**config.mk**
```make
export PLATFORM = sky130hd
export DESIGN_NAME = nsci_mat
export DESIGN_NICKNAME = d
export VERILOG_FILES = /design/src/hw/rtl/nsci_mat.sv
export SDC_FILE = /design/constraint.sdc
export NUM_CORES = 2
export LEC_CHECK = 0
export BUFFER_PORTS_ARGS = -buffer_cell sky130_fd_sc_hd__buf_2
export CORE_ASPECT_RATIO = 1.75
export CORE_MARGIN = 1
export CORE_UTILIZATION = 63
export CTS_CLUSTER_DIAMETER = 40
export DETAILED_ROUTE_END_ITERATION = 10
export GPL_ROUTABILITY_DRIVEN = 1
export PLACE_DENSITY = 0.76
export SYNTH_ARGS = -nofsm -noshare
export SYNTH_HDL_FRONTEND = slang
export SYNTH_SLANG_ARGS = --single-unit
```
**constraint.sdc**
```tcl
create_clock -name i_clk -period 7.2 [get_ports i_clk]
set_input_delay 1.08 -clock i_clk [delete_from_list [all_inputs] [get_ports i_clk]]
set_output_delay 1.08 -clock i_clk [all_outputs]
set_load 0.01 [all_outputs]
```
**src/hw/rtl/nsci_mat.sv**
```systemverilog
`default_nettype none
// row memory with one registered read port and one write port
module nsci_mat #(
    parameter int unsigned Depth = 64,
    parameter int unsigned Width = 64
) (
    input  wire logic                     i_clk,
    input  wire logic                     i_we,
    input  wire logic [$clog2(Depth)-1:0] i_waddr,
    input  wire logic [Width-1:0]         i_wdata,
    input  wire logic [$clog2(Depth)-1:0] i_raddr,
    output logic      [Width-1:0]         o_rdata
);
    logic [Width-1:0] r_mem [Depth];
    always_ff @(posedge i_clk) begin
        if (i_we) begin
            r_mem[i_waddr] <= i_wdata;
        end
        o_rdata <= r_mem[i_raddr];
    end
endmodule
`default_nettype wire

```
Yosys cells after proc, flatten, opt, wreduce, memory -nomap -nowiden --
Memories as Yosys holds them, arrays and structs flattened. A register that Yosys moved wholly into a read port is not among the register bits. Cells that the tools add are included.
Cells by class: equal/unequal tests 0, shifts and indexed selects 0, reduce and logical (&&, ||, !) cells 0, add/sub/neg operators 0, div/mod/pow operators 0, bitwise logic cells 0, $mul 0, order comparisons 0, multiplexer cells 2
Operator list (number):
- $mux 1 | 2
Storage, ports and cells: RAM bits 4096, register bits 0, bits of input ports 78, word-level logic and storage cells 3, output and inout bits 64, bits in read-only memories 0, bits in latches 0, memories 1
Memories:
- r_mem | words 64, width 64, read ports 1, clocked after memory_dff 1, write ports 1, line 14 | logic [Width-1:0] r_mem [Depth];

Logic depth before layout (Yosys ltp) --
depth in word-level cells 2, gate-level depth with buffers 9, mapped depth without buffers 5

Worst setup path after synthesis --
OpenSTA, ideal clock, no wires.
path type input port to flip-flop, from input i_waddr[3], to memory r_mem[48][0] (enable), buffers on the path 1, data required time 6.636 ns, setup time 0.564 ns, cell stages on the path 4, slack 0.684 ns, arrival time 5.952 ns, cells stage by stage clkbuf_1 nor2b_1 nand4b_1 nor3_1
RTL lines:
- from (decl) | line 9 | input wire logic [$clog2(Depth)-1:0] i_waddr,
- to (decl) | line 14
Straight into the memory's write port.

Worst setup path after layout --
from input i_waddr[1], to memory r_mem[35][27] (enable)
Straight into the memory's write port.

==> impl_metrics.csv <==
group,metric,value,unit
grt,grt_overflow,0,
setup_path,startpoint_type,"input pin",
synthesis,yosys-top-cells-area,"edfxtp_1 79%, mux4_2 15%, mux2i_1 0.86%",
power_and_ir_drop,peakVddDrop,0.269,mV
synthesis,syn_nets,6676,
die,start_util,63.5,%
setup_path,rr_endpoint,"o_rdata[26]",
timing,fmax,277,MHz
setup_path,cpPeakStageDelay,1120,ps
min_path,min_path_cells,4,
synthesis,synth_cell_types,33,
power_and_ir_drop,power.internal,38.4,mW
setup_path,timing.rr.start,"r_mem[13][26]",
cts,clkSlewWorstSetupHoldPaths,70,ps
cts,post_cts_buffers,0,
cts,numCtsBuffers,361,
cts,cts.htree.levels,5,
placed_design,hpwl,226000,um
final_layout,fin_nets,7006,
final_layout,final_cell_mix,"4096 x edfxtp_1, 1024 x mux4_2, 373 x clkbuf_16",
min_path,min_to,"o_rdata[48]",
synthesis,yosys.area.top_type,"edfxtp_1",
route,avgRoutedWirePerCell,41.7,um
final_layout,area_growth,11.2,%
min_path,worstHoldStart,"r_mem[44][48]",
cts,root_buffer,"clkbuf_16",
power_and_ir_drop,fin_total_pwr,48.8,mW
route,drt_iter0_markers,12018,
min_path,hold_path.class,"register to register",
cts,cts_tree,"done",
flow_run,drv_cap,0,
setup_path,crit_required,7710,ps
die,die_area,250000,um2
grt,grt_first_pass_wirelength,605000,um
cts,ctsLongestPathBuffers,4,
power_and_ir_drop,pwr-share-clk,40.1,%
timing,rsz0062_at_grt,"false",
final_layout,final_cells,10527,
synthesis,yosys_most_used_dff,"edfxtp_1",
timing,min_period_over_period,50.2,%
placed_design,post-place-cells,9845,
synthesis,syn-instance-count,6598,
setup_path,crit_path_max_fanout,29,
power_and_ir_drop,comb_power_share,4.6,%
grt,track_usage,35.6,%
cts,clock_sink_count,4160,
timing,setup_viol,0,
die,num_io_pins,142,
placed_design,numPortBuffers,141,
synthesis,synth_top_area_share,78.7,%
outcome,outcome,"finished clean",
final_layout,drive_above_1_share,27.9,%
synthesis,avgSynthCellArea,23.7,um2
setup_path,reg2regPathDepth,5,
setup_path,crit_path_end_kind,"register",
power_and_ir_drop,p_leak,54.1,nW
cts,hold_buffers,0,
setup_path,reg2reg_slack,4950,ps
setup_path,cp.depth,5,
setup_path,worst_path_max_delay_cell,"nor2_4",
synthesis,synth-async-reset-ratio,0,%
die,dieWidth,379,um
die,coreArea,246000,um2
timing,hold_viol_final,0,
final_layout,final_util,70.6,%
timing,finClkSkew,69.5,ps
setup_path,path_buf_inv,2,
placed_design,gp_congestion,0.855,
route,routed_wl,439000,um
route,via_per_inst,7.44,
synthesis,ys_seq_area_share,79.5,%
die,placementRows,241,
setup_path,worstPathCellList,"buf_2 > nor2b_1 > nand3_1 > nor2_4 > buf_4",
die,die_h,661,um
power_and_ir_drop,powerDensity,281,nW/um2
timing,worstMarginPinSlew,1400,ps
cts,clk_latency,940,ps
route,vias,78364,
timing,totalNegativeSetupSlack,0,ps
grt,grt_antenna_before_repair,39,
route,ant_nets,0,
setup_path,critPathArrivalTime,4120,ps
synthesis,syn_area,156000,um2
cts,cts_resized,0,
route,dr.pass1.iters,8,
setup_path,crit_family,"simple AND/OR/NAND/NOR gates",
grt,grt_max_degree,112,
synthesis,synth_edf_count,4096,
timing,finalCriticalPeriod,3610,ps
synthesis,synth_warnings,0,
final_layout,layout_commonest_cell,"edfxtp_1",
power_and_ir_drop,p_switching,10.4,mW
synthesis,ys_ff_latch,4160,
grt,first_global_vias,78700,
route,drc_errors,0,
power_and_ir_drop,switching_share,21.3,%
power_and_ir_drop,pwr-share-seq,55.3,%
setup_path,criticalPathCategory,"input pin to register",
timing,slew_headroom,6.48,%
timing,drv_slew,0,
## sequential cells by signal (all words and copies together) (netlist names)
name and count:
r_mem 4096, o_rdata 64
## worst register-to-register path: cells and delay by family (launching register included)
kind,cells,cell delay (ps)
multiplexers,1,460
AND/OR/NAND/NOR,2,360
flip-flops,1,370
AO/OA/AOI/OAI,2,910
## area by class of cell
type	count	area [um2]
Clock inverter	223	2140
Multi-Input combinational cell	2049	30800
Tap cell	3280	4100
Fill cell	13582	72500
Sequential cell	4160	124000
Timing Repair Buffer	337	2750
Inverter	19	71.3
Antenna cell	21	52.6
Clock buffer	438	9660
## routing by layer
metal | global-route usage [%] | up-vias | wire (um)
li1 | - | 29089 | -
met1 | 44.6 | 40974 | 139000
met2 | 56.8 | 6774 | 215000
met3 | 8.61 | 1503 | 54100
met4 | 21.7 | 24 | 31500
met5 | 0 | - | 138
## cell families (layout without fill, tap and decap cells)
family | after synthesis | count (layout) | synth area share [%]
buffers and inverters | 389 | 1017 | 1.18
multiplexers | 1159 | 1159 | 15.6
AO/OA/AOI/OAI | 504 | 504 | 2.48
flip-flops | 4160 | 4160 | 79.5
AND/OR/NAND/NOR | 386 | 386 | 1.24
other | 0 | 21 | 0
## cell usage after synthesis (45+ instances only)
library cell / n
a22oi_1: 168
buf_2: 170
edfxtp_1: 4096
o22ai_1: 83
nand3_1: 45
mux4_2: 1024
a211oi_1: 63
nor2_1: 112
dfxtp_1: 64
a22o_1: 88
clkbuf_1: 140
and3_1: 64
mux2i_1: 135
nand2_1: 58
## how the worst max path moves through the flow
| stage | from | slack [ps] | end |
|---|---|---|---|
| 2_1_floorplan | i_waddr[3] | 680 | r_mem[48][0] |
| 3_3_place_gp | i_waddr[1] | 2830 | r_mem[35][35] |
| 3_5_place_dp | i_waddr[1] | 2780 | r_mem[35][40] |
| 4_1_cts | i_waddr[1] | 3750 | r_mem[35][31] |
| 5_1_grt | i_waddr[1] | 3610 | r_mem[35][31] |
| 6_report | i_waddr[1] | 3590 | r_mem[35][27] |
## stage by stage
step           cell area, um2  setup WS (ps)  hold WS [ps]
2_1_floorplan          156000            684           788
3_3_place_gp           162000           2830           819
3_5_place_dp           162000           2780           843
4_1_cts                174000           3750           848
5_1_grt                174000           3610           893
6_report               174000           3590           859
## power groups by stage
| stage | clock [mW] | sequential, mW | combinational, mW |
|---|---|---|---|
| 2_1_floorplan | 0 | 27.4 | 1.25 |
| 4_1_cts | 19.6 | 27.0 | 2.25 |
| 6_report | 19.5 | 27.0 | 2.26 |
| 3_5_place_dp | 0 | 27.5 | 2.23 |
| 5_1_grt | 20.4 | 27.0 | 2.35 |
| 3_3_place_gp | 0 | 27.5 | 2.18 |
No activity file was read; power rests on OpenSTA's default activity.
